`src/hw/rtl/positional_array_list_unit_macros.svh`:
```
// assertion macros for the positional array list unit
// each use samples on the rising edge of clk and is disabled during rst
`ifndef POSITIONAL_ARRAY_LIST_UNIT_MACROS_SVH
`define POSITIONAL_ARRAY_LIST_UNIT_MACROS_SVH
`ifndef SYNTHESIS
// property that holds at every clock edge out of reset
`define PALU_ASSERT(lbl, prop, msg) \
  lbl: assert property (@(posedge clk) disable iff (rst) (prop)) else $error(msg);
// condition that implies a consequence in the next cycle
`define PALU_ASSERT_NEXT(lbl, ante, cons, msg) \
  lbl: assert property (@(posedge clk) disable iff (rst) (ante) |=> (cons)) else $error(msg);
`else
`define PALU_ASSERT(lbl, prop, msg)
`define PALU_ASSERT_NEXT(lbl, ante, cons, msg)
`endif
`endif

```
`src/hw/rtl/palu_pkg.sv`:
```
package palu_pkg;

  // list size and derived widths
  localparam int CAPACITY = 16;
  localparam int IDX_W    = $clog2(CAPACITY);
  localparam int CNT_W    = $clog2(CAPACITY + 1);
  localparam int DATA_W   = 32;

  // request kinds
  typedef enum logic [2:0] {
    REQ_CLEAR  = 3'd0,
    REQ_APPEND = 3'd1,
    REQ_INSERT = 3'd2,
    REQ_DELETE = 3'd3,
    REQ_SEARCH = 3'd4,
    REQ_READ   = 3'd5
  } req_t;

  // result status codes
  typedef enum logic [2:0] {
    ST_OK       = 3'd0,
    ST_EMPTY    = 3'd1,
    ST_FULL     = 3'd2,
    ST_BADPOS   = 3'd3,
    ST_NOTFOUND = 3'd4
  } status_t;

endpackage

```
`src/hw/rtl/positional_array_list_unit.sv`:
```
// Positional array list: an ordered list of up to 16 signed 32-bit words
// plus an element count. Requests (clear, append, insert, delete, search,
// read) arrive on the in_valid/in_ready channel; each gives exactly one
// result (status, found_index, read_value, element_count) on the
// out_valid/out_ready channel.
// One sequencer drives a single-port-read, single-port-write entry memory
// with registered read data, moving or comparing one entry per cycle.
// Clear, append, unknown kinds and all error cases finish without a run
// step; read fetches the entry; insert moves the entries from the end down
// to p one place up, then writes the value at p; delete moves the entries
// after p one place down; search compares entries from index 0 until the
// key is found or all entries have been compared.
// The block takes one request at a time: in_ready is high only while the
// sequencer is idle, so a request is taken only once the last one is finished.
// A finished result waits in the output register; the next request is
// taken meanwhile and only its own completion waits while out_ready is low.
// Reset empties the list (count to zero) and drops any pending result;
// entry contents are not cleared and are read only after being written.
`include "positional_array_list_unit_macros.svh"

module positional_array_list_unit (
  input  logic                         clk,
  input  logic                         rst,
  input  logic                         in_valid,
  output logic                         in_ready,
  input  logic [2:0]                   req_type,
  input  logic [palu_pkg::CNT_W-1:0]   position,
  input  logic [palu_pkg::DATA_W-1:0]  value,
  output logic                         out_valid,
  input  logic                         out_ready,
  output logic [2:0]                   status,
  output logic [palu_pkg::IDX_W-1:0]   found_index,
  output logic [palu_pkg::DATA_W-1:0]  read_value,
  output logic [palu_pkg::CNT_W-1:0]   element_count
);

  typedef enum logic [2:0] {
    S_IDLE   = 3'b001,
    S_RUN    = 3'b010,
    S_FINISH = 3'b100
  } state_t;

  localparam logic [palu_pkg::CNT_W-1:0] CAP = palu_pkg::CNT_W'(palu_pkg::CAPACITY);

  state_t                        state;
  logic [2:0]                    kind;
  logic [palu_pkg::CNT_W-1:0]    pos;
  logic [palu_pkg::DATA_W-1:0]   val;
  logic [palu_pkg::CNT_W-1:0]    count;
  logic [palu_pkg::CNT_W-1:0]    cursor;
  logic [palu_pkg::CNT_W-1:0]    cursor_dec;
  logic                          pend;
  logic [palu_pkg::IDX_W-1:0]    pend_addr;
  palu_pkg::status_t             res_status;
  logic [palu_pkg::IDX_W-1:0]    res_index;
  logic [palu_pkg::DATA_W-1:0]   res_rdval;

  // entry memory
  logic [palu_pkg::DATA_W-1:0]   mem [palu_pkg::CAPACITY];
  logic [palu_pkg::DATA_W-1:0]   rdata;
  logic                          mem_we;
  logic [palu_pkg::IDX_W-1:0]    mem_waddr;
  logic [palu_pkg::DATA_W-1:0]   mem_wdata;
  logic [palu_pkg::IDX_W-1:0]    mem_raddr;

  logic accept;
  logic full;
  logic issue;
  logic hit;
  logic done;
  logic load_out;

  assign in_ready   = (state == S_IDLE);
  assign accept     = in_valid && in_ready;
  assign full       = (count >= CAP);
  assign cursor_dec = cursor - 1'b1;
  assign hit        = pend && (rdata == val);
  assign load_out   = (state == S_FINISH) && (!out_valid || out_ready);

  // per-step control of the sequencer
  always_comb begin
    issue = 1'b0;
    done  = 1'b0;
    case (kind)
      palu_pkg::REQ_INSERT: begin
        issue = (cursor > pos);
        done  = !pend && (cursor == pos);
      end
      palu_pkg::REQ_DELETE: begin
        issue = (cursor < count);
        done  = !pend && (cursor >= count);
      end
      palu_pkg::REQ_SEARCH: begin
        issue = (cursor < count) && !hit;
        done  = hit || (!pend && (cursor >= count));
      end
      palu_pkg::REQ_READ: begin
        done = pend;
      end
      default: begin
        done = 1'b1;
      end
    endcase
  end

  // memory port selection
  always_comb begin
    mem_we    = 1'b0;
    mem_waddr = pend_addr;
    mem_wdata = rdata;
    mem_raddr = cursor[palu_pkg::IDX_W-1:0];
    case (state)
      S_IDLE: begin
        mem_raddr = position[palu_pkg::IDX_W-1:0];
        if (accept && (req_type == palu_pkg::REQ_APPEND) && !full) begin
          mem_we    = 1'b1;
          mem_waddr = count[palu_pkg::IDX_W-1:0];
          mem_wdata = value;
        end
      end
      S_RUN: begin
        if (kind == palu_pkg::REQ_INSERT) begin
          mem_raddr = cursor_dec[palu_pkg::IDX_W-1:0];
          if (pend) begin
            mem_we = 1'b1;
          end else if (cursor == pos) begin
            mem_we    = 1'b1;
            mem_waddr = pos[palu_pkg::IDX_W-1:0];
            mem_wdata = val;
          end
        end else if (kind == palu_pkg::REQ_DELETE) begin
          mem_we = pend;
        end
      end
      default: begin
        mem_we = 1'b0;
      end
    endcase
  end

  always_ff @(posedge clk) begin
    if (mem_we) begin
      mem[mem_waddr] <= mem_wdata;
    end
    rdata <= mem[mem_raddr];
  end

  // sequencer, count and output register
  always_ff @(posedge clk) begin
    if (rst) begin
      state     <= S_IDLE;
      count     <= '0;
      pend      <= 1'b0;
      out_valid <= 1'b0;
    end else begin
      // result valid: set on a new result, cleared on a transfer
      if (load_out) begin
        out_valid <= 1'b1;
      end else if (out_ready) begin
        out_valid <= 1'b0;
      end
      case (state)
        S_IDLE: begin
          // pend is always low while idle
          if (accept) begin
            kind      <= req_type;
            pos       <= position;
            val       <= value;
            res_index <= '0;
            res_rdval <= '0;
            case (req_type)
              palu_pkg::REQ_CLEAR: begin
                count      <= '0;
                res_status <= palu_pkg::ST_OK;
                state      <= S_FINISH;
              end
              palu_pkg::REQ_APPEND: begin
                state <= S_FINISH;
                if (full) begin
                  res_status <= palu_pkg::ST_FULL;
                end else begin
                  res_status <= palu_pkg::ST_OK;
                  count      <= count + 1'b1;
                end
              end
              palu_pkg::REQ_INSERT: begin
                if (full) begin
                  res_status <= palu_pkg::ST_FULL;
                  state      <= S_FINISH;
                end else if (position > count) begin
                  res_status <= palu_pkg::ST_BADPOS;
                  state      <= S_FINISH;
                end else begin
                  res_status <= palu_pkg::ST_OK;
                  cursor     <= count;
                  state      <= S_RUN;
                end
              end
              palu_pkg::REQ_DELETE: begin
                if (count == '0) begin
                  res_status <= palu_pkg::ST_EMPTY;
                  state      <= S_FINISH;
                end else if (position >= count) begin
                  res_status <= palu_pkg::ST_BADPOS;
                  state      <= S_FINISH;
                end else begin
                  res_status <= palu_pkg::ST_OK;
                  cursor     <= position + 1'b1;
                  state      <= S_RUN;
                end
              end
              palu_pkg::REQ_SEARCH: begin
                res_status <= palu_pkg::ST_OK;
                cursor     <= '0;
                state      <= S_RUN;
              end
              palu_pkg::REQ_READ: begin
                if (count == '0) begin
                  res_status <= palu_pkg::ST_EMPTY;
                  state      <= S_FINISH;
                end else if (position >= count) begin
                  res_status <= palu_pkg::ST_BADPOS;
                  state      <= S_FINISH;
                end else begin
                  // read of the entry was issued this cycle
                  res_status <= palu_pkg::ST_OK;
                  pend       <= 1'b1;
                  state      <= S_RUN;
                end
              end
              default: begin
                res_status <= palu_pkg::ST_OK;
                state      <= S_FINISH;
              end
            endcase
          end
        end
        S_RUN: begin
          // issue and done never coincide, so this also clears pend at the end
          pend <= issue;
          case (kind)
            palu_pkg::REQ_INSERT: begin
              if (issue) begin
                pend_addr <= cursor[palu_pkg::IDX_W-1:0];
                cursor    <= cursor_dec;
              end
              if (done) begin
                count <= count + 1'b1;
              end
            end
            palu_pkg::REQ_DELETE: begin
              if (issue) begin
                pend_addr <= cursor_dec[palu_pkg::IDX_W-1:0];
                cursor    <= cursor + 1'b1;
              end
              if (done) begin
                count <= count - 1'b1;
              end
            end
            palu_pkg::REQ_SEARCH: begin
              if (issue) begin
                pend_addr <= cursor[palu_pkg::IDX_W-1:0];
                cursor    <= cursor + 1'b1;
              end
              if (hit) begin
                res_index <= pend_addr;
              end else if (done) begin
                res_status <= palu_pkg::ST_NOTFOUND;
              end
            end
            palu_pkg::REQ_READ: begin
              res_rdval <= rdata;
            end
            default: begin
              // other kinds never enter the run state
            end
          endcase
          if (done) begin
            state <= S_FINISH;
          end
        end
        S_FINISH: begin
          // hand the result over once the output register is free
          if (load_out) begin
            status        <= res_status;
            found_index   <= res_index;
            read_value    <= res_rdval;
            element_count <= count;
            state         <= S_IDLE;
          end
        end
        default: begin
          state <= S_IDLE;
        end
      endcase
    end
  end

  // checks
  `PALU_ASSERT(a_count_range, count <= CAP, "element count above capacity")
  `PALU_ASSERT(a_pend_in_run, !pend || (state == S_RUN), "read in flight outside run state")
  `PALU_ASSERT_NEXT(a_clear_empties, accept && (req_type == palu_pkg::REQ_CLEAR), count == '0,
    "clear did not empty the list")
  `PALU_ASSERT_NEXT(a_result_held, out_valid && !out_ready, out_valid && $stable(element_count),
    "stalled result dropped or changed")

endmodule
```
`config.mk`:
```
export PLATFORM = sky130hd
export DESIGN_NAME = positional_array_list_unit
export DESIGN_NICKNAME = d
export VERILOG_FILES = /design/src/hw/rtl/palu_pkg.sv /design/src/hw/rtl/positional_array_list_unit.sv
export VERILOG_INCLUDE_DIRS = /design/src /design/src/hw/rtl
export SDC_FILE = /design/constraint.sdc
export NUM_CORES = 1
export LEC_CHECK = 0
export BUFFER_PORTS_ARGS = -buffer_cell sky130_fd_sc_hd__clkbuf_2
export CORE_AREA = 5 5 263 188
export DETAILED_ROUTE_END_ITERATION = 16
export DIE_AREA = 0 0 268 193
export PLACE_DENSITY = 0.89
export SYNTH_ARGS = -nofsm -noshare
export SYNTH_HDL_FRONTEND = slang
export SYNTH_SLANG_ARGS = --single-unit
```
`constraint.sdc`:
```
create_clock -name clk -period 5 [get_ports clk]
set_input_delay 0.25 -clock clk [delete_from_list [all_inputs] [get_ports clk]]
set_output_delay 0.25 -clock clk [all_outputs]
set_load 0.05 [all_outputs]
```
=== Word level (Yosys, flattened, before mapping) ===
Memory sizes are Yosys's and may differ from the RTL's. A register that Yosys moved wholly into a read port is not among the register bits.
Index checks and enable logic that the tools add are counted.

* Word-level logic and storage cells: 175
* Bits in latches: 0
* Flip-flop bits (word level): 142
* Memory bits (writable): 512
* Memory bits (read-only): 0
* Memories: 1

* Shifts and indexed selects: 0
* Divide/modulo/power cells: 0
* Mux-type cells: 75
* Magnitude comparators: 6
* $mul: 0
* Bitwise logic cells: 1
* $add $sub $neg: 5
* Reduce and logical (&&, ||, !) cells: 32
* Eq/ne operators: 39

{| class="wikitable"
|+ Memories
! name !! depth !! bits a word !! rd ports !! clocked after Yosys merged registers in !! write ports !! RTL line !! source
|-
| mem || 16 || 32 || 1 || 1 || 1 || positional_array_list_unit.sv:59 || <nowiki>logic [palu_pkg::DATA_W-1:0] mem [palu_pkg::CAPACITY];</nowiki>
|}

{| class="wikitable"
|+ Operator list
! cell !! number
|-
| 2-to-1 mux 32 bit || 6
|-
| one-hot mux 32 bit (2 select lines) || 2
|-
| 2-to-1 mux 5 bit || 11
|-
| one-hot mux 5 bit (2 select lines) || 5
|-
| 2-to-1 mux 4 bit || 10
|-
| 2-to-1 mux 3 bit || 11
|-
| inequality test 3 bit (second input constant) || 11
|-
| == test 32 bit || 1
|-
| one-hot mux 4 bit (2 select lines) || 4
|-
| one-hot mux 3 bit (3 select lines) || 3
|-
| adder 5 x 1 -> 5 bit (second input constant) || 3
|-
| == test 3 x 2 -> 1 bit (second input constant) || 5
|-
| == test 3 bit (second input constant) || 5
|-
| one-hot mux 5 bit (3 select lines) || 1
|-
| AND reduction 5 bit || 3
|-
| inequality test 2 bit (second input constant) || 7
|-
| 2-to-1 mux 1 bit || 13
|-
| AND reduction 11 bit || 1
|-
| greater-or-equal comparator 5 bit || 2
|-
| > comparator 5 bit || 2
|-
| inequality test 2 x 1 -> 1 bit (second input constant) || 5
|-
| subtractor 5 x 1 -> 5 bit (second input constant) || 2
|-
| AND reduction 3 bit || 3
|-
| logical AND 1 bit || 8
|-
| other kinds (21) || 34
|}

=== Logic depth before layout (Yosys ltp) ===
* Word-level depth: 8
* Gate-level depth with buffers: 11

=== Worst setup path before layout ===
OpenSTA, ideal clock, no wires.

* Kind: register to register
* Start point: reg out_valid
* End point: reg element_count[0] (netlist name), enable pin
* Stages on the path, launching flop included: 3
* Slack: 0.802 ns
* Setup time: 0.500 ns
* Data required time: 4.500 ns
* Period minus slack after synthesis: 4.198 ns
* Arrival time: 3.697 ns
* Cell sequence: dfxtp_1 > nor2b_1 > nor3_1

* Word-level cells in the longest chain between the ends: 4

{| class="wikitable"
|+ RTL lines
! what !! RTL line !! source
|-
| start, declared || positional_array_list_unit.sv:29 || <nowiki>output logic out_valid,</nowiki>
|-
| start signal, assigned || positional_array_list_unit.sv:154 || <nowiki>out_valid <= 1'b0;</nowiki>
|-
| start signal, assigned || positional_array_list_unit.sv:158 || <nowiki>out_valid <= 1'b1;</nowiki>
|-
| start signal, assigned || positional_array_list_unit.sv:160 || <nowiki>out_valid <= 1'b0;</nowiki>
|-
| zero test 1 bit || positional_array_list_unit.sv:78 || <nowiki>assign load_out = (state == S_FINISH) && (!out_valid || out_ready);</nowiki>
|-
| logical OR 1 bit || positional_array_list_unit.sv:78 ||
|-
| logical AND 1 bit || positional_array_list_unit.sv:78 ||
|-
| AND reduction 3 bit (no line) || - ||
|-
| end signal, assigned || positional_array_list_unit.sv:288 || <nowiki>element_count <= count;</nowiki>
|-
| end, declared || positional_array_list_unit.sv:34 || <nowiki>output logic [palu_pkg::CNT_W-1:0] element_count</nowiki>
|}

No other way between the ends.
A chain may end at the register's enable or synchronous reset.

=== Final worst setup path ===
* Start point: reg cursor[0] (netlist name)
* End point: mem mem[6][6] (netlist name), enable pin

* Word-level cells in the longest chain between the ends: 7
* Elaborated cells between the ends (all ways): 11
* Classes of those cells: eq/ne: 1; mux: 10

{| class="wikitable"
|+ RTL lines
! what !! RTL line !! source
|-
| start, declared || positional_array_list_unit.sv:50 || <nowiki>logic [palu_pkg::CNT_W-1:0] cursor;</nowiki>
|-
| start signal, assigned || positional_array_list_unit.sv:195 || <nowiki>cursor <= count;</nowiki>
|-
| start signal, assigned || positional_array_list_unit.sv:208 || <nowiki>cursor <= position + 1'b1;</nowiki>
|-
| start signal, assigned || positional_array_list_unit.sv:245 || <nowiki>cursor <= cursor_dec;</nowiki>
|-
| == test 5 bit * || positional_array_list_unit.sv:126 || <nowiki>end else if (cursor == pos) begin</nowiki>
|-
| 2-to-1 mux 1 bit || positional_array_list_unit.sv:126 ||
|-
| 2-to-1 mux 1 bit || positional_array_list_unit.sv:124 || <nowiki>if (pend) begin</nowiki>
|-
| 2-to-1 mux 1 bit || positional_array_list_unit.sv:122 || <nowiki>if (kind == palu_pkg::REQ_INSERT) begin</nowiki>
|-
| one-hot mux 1 bit (2 select lines) || positional_array_list_unit.sv:112 || <nowiki>case (state)</nowiki>
|-
| 2-to-1 mux 1 bit || positional_array_list_unit.sv:142 || <nowiki>if (mem_we) begin</nowiki>
|-
| 2-to-1 mux 1 bit (not written as such) || positional_array_list_unit.sv:143 || <nowiki>mem[mem_waddr] <= mem_wdata;</nowiki>
|-
| end, declared || positional_array_list_unit.sv:59 ||
|}

Mark *: on every way between the ends. The rest lies on a longest branch, timed or not.

==> out/summary.md <==
The run finished with clean final reports. Once placement completed, the tool counted placed cells totaling 2,573. The worst setup path is captured at a register. The critical path data arrival time was 4390 ps; the average routed wire per standard cell was 28.7 µm.

Wires add up to 78,100 µm. The kind of critical path was reg -> reg. Timing would allow up to 245 MHz. Among all stages on the critical path, the largest delay is contributed by sky130_fd_sc_hd__nor2_4. Entering global routing, the biggest net connects 99 pins.

Counting every sink on the clock net gives 686. The tools report the net count reported at finish as 2,114. The post-detailed-route via-to-cell ratio works out to 7.04. The number of different library cells in the post-synthesis netlist came out at 72.

Sequential elements use 70.5% of the synthesized area. The detailed router used layers up to and including met4. The finished layout cell area is 32,200 µm², and the Yosys warning count is 0.

The count of buffers inserted at the top-level ports came out at 89. For this run, the leading register cell type out of synthesis is sky130_fd_sc_hd__edfxtp_1. Across the routed clock network, the largest skew measured is 22.7 ps.

The tools report the count of endpoints failing hold in the final timing report as 0. The average footprint of a synthesized cell was 14.6 µm². For the number of top-level pins, the log shows 90. In this run the clock root is driven by a sky130_fd_sc_hd__clkbuf_16. The number of nets with antenna violations after routing came out at 0. The min-delay analysis places its worst path in the category in -> reg. The routed metal-1 wire length is 27,500 µm, and the synthesized netlist net count is 2,018. The clock passes through at most 3 buffers. The clock-pin transition on the worst setup and hold timing paths is 70 ps, and the starting utilization of the core area is 61.0%. The run gives 0 as the leftover overflow at the end of global routing.

In this run the tightest slew margin relative to its limit is 11.8%. The transition at the pin with the smallest max-transition slack came out at 1310 ps. Gates resized during post-CTS repair numbered 0.

The clock reaches the later pin of the worst-skew pair after 620 ps. Together, buffers and inverters on the worst path number 4. The final critical path takes up 81.6% of the cycle.

The final sum of negative setup slack was 0 ps. The floorplan has 67 rows. The run gives 29.7% as the total track usage. The mapped cell area was 28,600 µm². Sorting the synthesized cells by how often they occur yields sky130_fd_sc_hd__edfxtp_1 (644), sky130_fd_sc_hd__nand2_1 (185), sky130_fd_sc_hd__a21oi_1 (99). Across the run, the number of max-cap violations was 0. The logs give 5310 ps for the required time at the worst-slack endpoint and 3,088 for the initial detailed-routing violation count.

Traced cell by cell, the critical path runs through inv_1 -> ha_1 -> nand4_1 -> nor3_1 -> buf_4 -> a21oi_4 -> buf_4 -> a21oi_1 -> nand2b_1 -> nor2_4 -> buf_12. Sorting the synthesized cells by area gives the leading types as sky130_fd_sc_hd__edfxtp_1 (68%), sky130_fd_sc_hd__mux2_2 (3.7%), sky130_fd_sc_hd__dfxtp_1 (2.9%), sky130_fd_sc_hd__nand2_1 (2.4%), sky130_fd_sc_hd__o2111ai_1 (2.0%). Setup repair after global routing left no endpoint under its margin. The tools report the number of cells produced by synthesis as 1,954.

Setup violations remaining at the end of the flow were counted as 0. STA classifies the critical path startpoint as a register. For this design the static power due to leakage is 10.6 nW. The logs give 0 for the setup fix buffers added after clock tree synthesis and 35,000 µm for the wire length on met2. The floorplan step defined a core boundary enclosing 46,900 µm². Broken down by cell family, the worst path's largest delay share belongs to simple AND/OR/NAND/NOR gates. The die covers 51,700 µm². The highest ir drop seen on vdd is 0.292 mV. Relative to the synthesized area, the layout overhead comes to 12.6%. Detailed routing inserted a total of 19,200 vias. The die height is 193 µm. The first TritonRoute pass finished after 6 iterations. For this run, the slowest stage of the critical path takes 680 ps. The synthesized design contains 644 enable-type register cells.

By instance count, the cell type seen most on the critical path is sky130_fd_sc_hd__buf_4. The register bit count reported by yosys is 686, and the total power per unit cell area is 445 nW/µm². The number of design rule violations left after detail routing was 0; the number of levels the H-tree was split into was 2.

The post-route minimum period was 4080 ps; the number of buffers created by CTS was 57. TritonCTS built the clock tree. The first global-routing pass estimated 116,000 µm of wire. After synthesis, the share of flip-flops with an asynchronous set or reset is 0%. The post-detailed-placement half-perimeter wirelength is 45,400 µm, and the share of the synthesized area in the top cell type is 67.6%.

The tools report the number of antenna violations at the first check in global routing as 0. In this run the horizontal extent of the chip is 268 µm. sky130_fd_sc_hd__edfxtp_1 is the most common cell in the netlist. The tools report the placed standard-cell area as 29,800 µm². Number of standard cells in the layout, taps in and fillers out: 2,723. The layout has 2,837 filler cells. The design draws 14.3 mW. The count of final max-slew check failures is 0.

Cells with a size suffix above 1 make up 20.4% of the layout. For the weighted congestion at the end of routability-driven global placement, the log shows 0.921. sky130_fd_sc_hd__edfxtp_1 takes more of the synthesized area than any other cell. In the detailed route, the total length drawn on met3 is 12,500 µm. Of all nets on the critical path, the largest fanout is 24. For the via count of the first global-routing pass, the log shows 18,900.
[path summary, 6_finish.rpt]
check,start,to,slack [ps],cells past startpoint
max,cursor[0],mem[6][6],920,11
max reg2reg,cursor[0],mem[6][6],920,11
min reg2reg,res_rdval[6],read_value[6],420,0
min,req_type[0],kind[0],10,1
[where the power goes]
part           switching (mW)  internal, mW  total, mW
Clock                    2.09          2.74       4.83
Combinational            1.71         0.643       2.35
Sequential              0.202          6.96       7.16
Total                    4.00          10.3       14.3
[layout make-up]
class,count,area (µm²),share of cell area (%)
Multi-Input combinational cell,1104,7820,24.3
Clock buffer,66,1500,4.66
Inverter,25,106,0.330
Timing Repair Buffer,176,1320,4.10
Clock inverter,42,520,1.61
Sequential cell,686,20200,62.6
Antenna cell,3,7.51,0.0233
Tap cell,621,777,2.41
[cell usage in the layout (no fill, tap or decap), types with 9 or more instances in the layout]
master / synthesis / routed
sky130_fd_sc_hd__a211oi_1: 9 / 9
sky130_fd_sc_hd__a211oi_2: 28 / 28
sky130_fd_sc_hd__a21oi_1: 99 / 97
sky130_fd_sc_hd__a22oi_1: 32 / 32
sky130_fd_sc_hd__a32o_1: 37 / 37
sky130_fd_sc_hd__and2_1: 38 / 36
sky130_fd_sc_hd__buf_12: 0 / 10
sky130_fd_sc_hd__buf_4: 8 / 38
sky130_fd_sc_hd__bufinv_16: 0 / 11
sky130_fd_sc_hd__clkbuf_16: 0 / 58
sky130_fd_sc_hd__clkbuf_2: 0 / 89
sky130_fd_sc_hd__clkinv_2: 0 / 19
sky130_fd_sc_hd__dfxtp_1: 42 / 42
sky130_fd_sc_hd__dlygate4sd3_1: 0 / 39
sky130_fd_sc_hd__edfxtp_1: 644 / 644
sky130_fd_sc_hd__ha_1: 20 / 20
sky130_fd_sc_hd__inv_1: 23 / 23
sky130_fd_sc_hd__mux2_2: 95 / 95
sky130_fd_sc_hd__nand2_1: 185 / 185
sky130_fd_sc_hd__nand2b_1: 10 / 10
sky130_fd_sc_hd__nand3_1: 77 / 77
sky130_fd_sc_hd__nand4_1: 74 / 74
sky130_fd_sc_hd__nor2_1: 43 / 25
sky130_fd_sc_hd__nor2_4: 1 / 19
sky130_fd_sc_hd__nor3_1: 40 / 38
sky130_fd_sc_hd__nor4_1: 9 / 9
sky130_fd_sc_hd__o2111ai_1: 64 / 64
sky130_fd_sc_hd__o21ai_0: 83 / 83
sky130_fd_sc_hd__o22ai_2: 30 / 30
sky130_fd_sc_hd__xnor2_1: 37 / 37
[registers in the layout, summed over array words and instances (netlist names), 4 cells and up]
name / count
mem: 512
rdata: 32
read_value: 32
res_rdval: 32
val: 32
count: 5
cursor: 5
element_count: 5
pos: 5
found_index: 4
pend_addr: 4
res_index: 4
[metrics by stage]
| stage | setup slack, ps | util (%) | hold slack (ps) |
|---|---|---|---|
| floorplan | 802 | - | 349 |
| global placement | 1220 | 63.5 | 402 |
| detailed placement | 1090 | 63.5 | 405 |
| CTS | 1030 | 68.6 | 5.33 |
| global route | 789 | 68.6 | 22.8 |
| finish | 922 | 68.7 | 14.1 |
[worst register-to-register path, stage by stage (launching register included)]
cell and delay (ps):
sky130_fd_sc_hd__edfxtp_1 530, sky130_fd_sc_hd__inv_1 250, sky130_fd_sc_hd__ha_1 270, sky130_fd_sc_hd__nand4_1 120
sky130_fd_sc_hd__nor3_1 60, sky130_fd_sc_hd__buf_4 190, sky130_fd_sc_hd__a21oi_4 450, sky130_fd_sc_hd__buf_4 430
sky130_fd_sc_hd__a21oi_1 160, sky130_fd_sc_hd__nand2b_1 350, sky130_fd_sc_hd__nor2_4 680, sky130_fd_sc_hd__buf_12 270
[timing repair]
item,CTS,global route
hold endpoints to repair,39,0
setup endpoints to repair,0,0
hold buffers,39,0
[cell families (layout without fill, tap and decap cells)]
family,Yosys count,count (layout),share of synthesized area (%)
buffers and inverters,164,309,2.81
other,0,3,0
multiplexers,97,97,3.82
flip-flops,686,686,70.5
AO/OA/AOI/OAI,433,433,11.8
adder cells (fa/ha/maj),20,20,0.874
XOR/XNOR,44,44,1.35
AND/OR/NAND/NOR,510,510,8.90
[routing by layer]
layer,GRT usage [%],up-vias
met5,0,-
met4,10.5,0
met3,8.93,263
met2,45.3,1725
met1,41.4,9309
li1,-,7868
(Power assumes the default switching activity.)
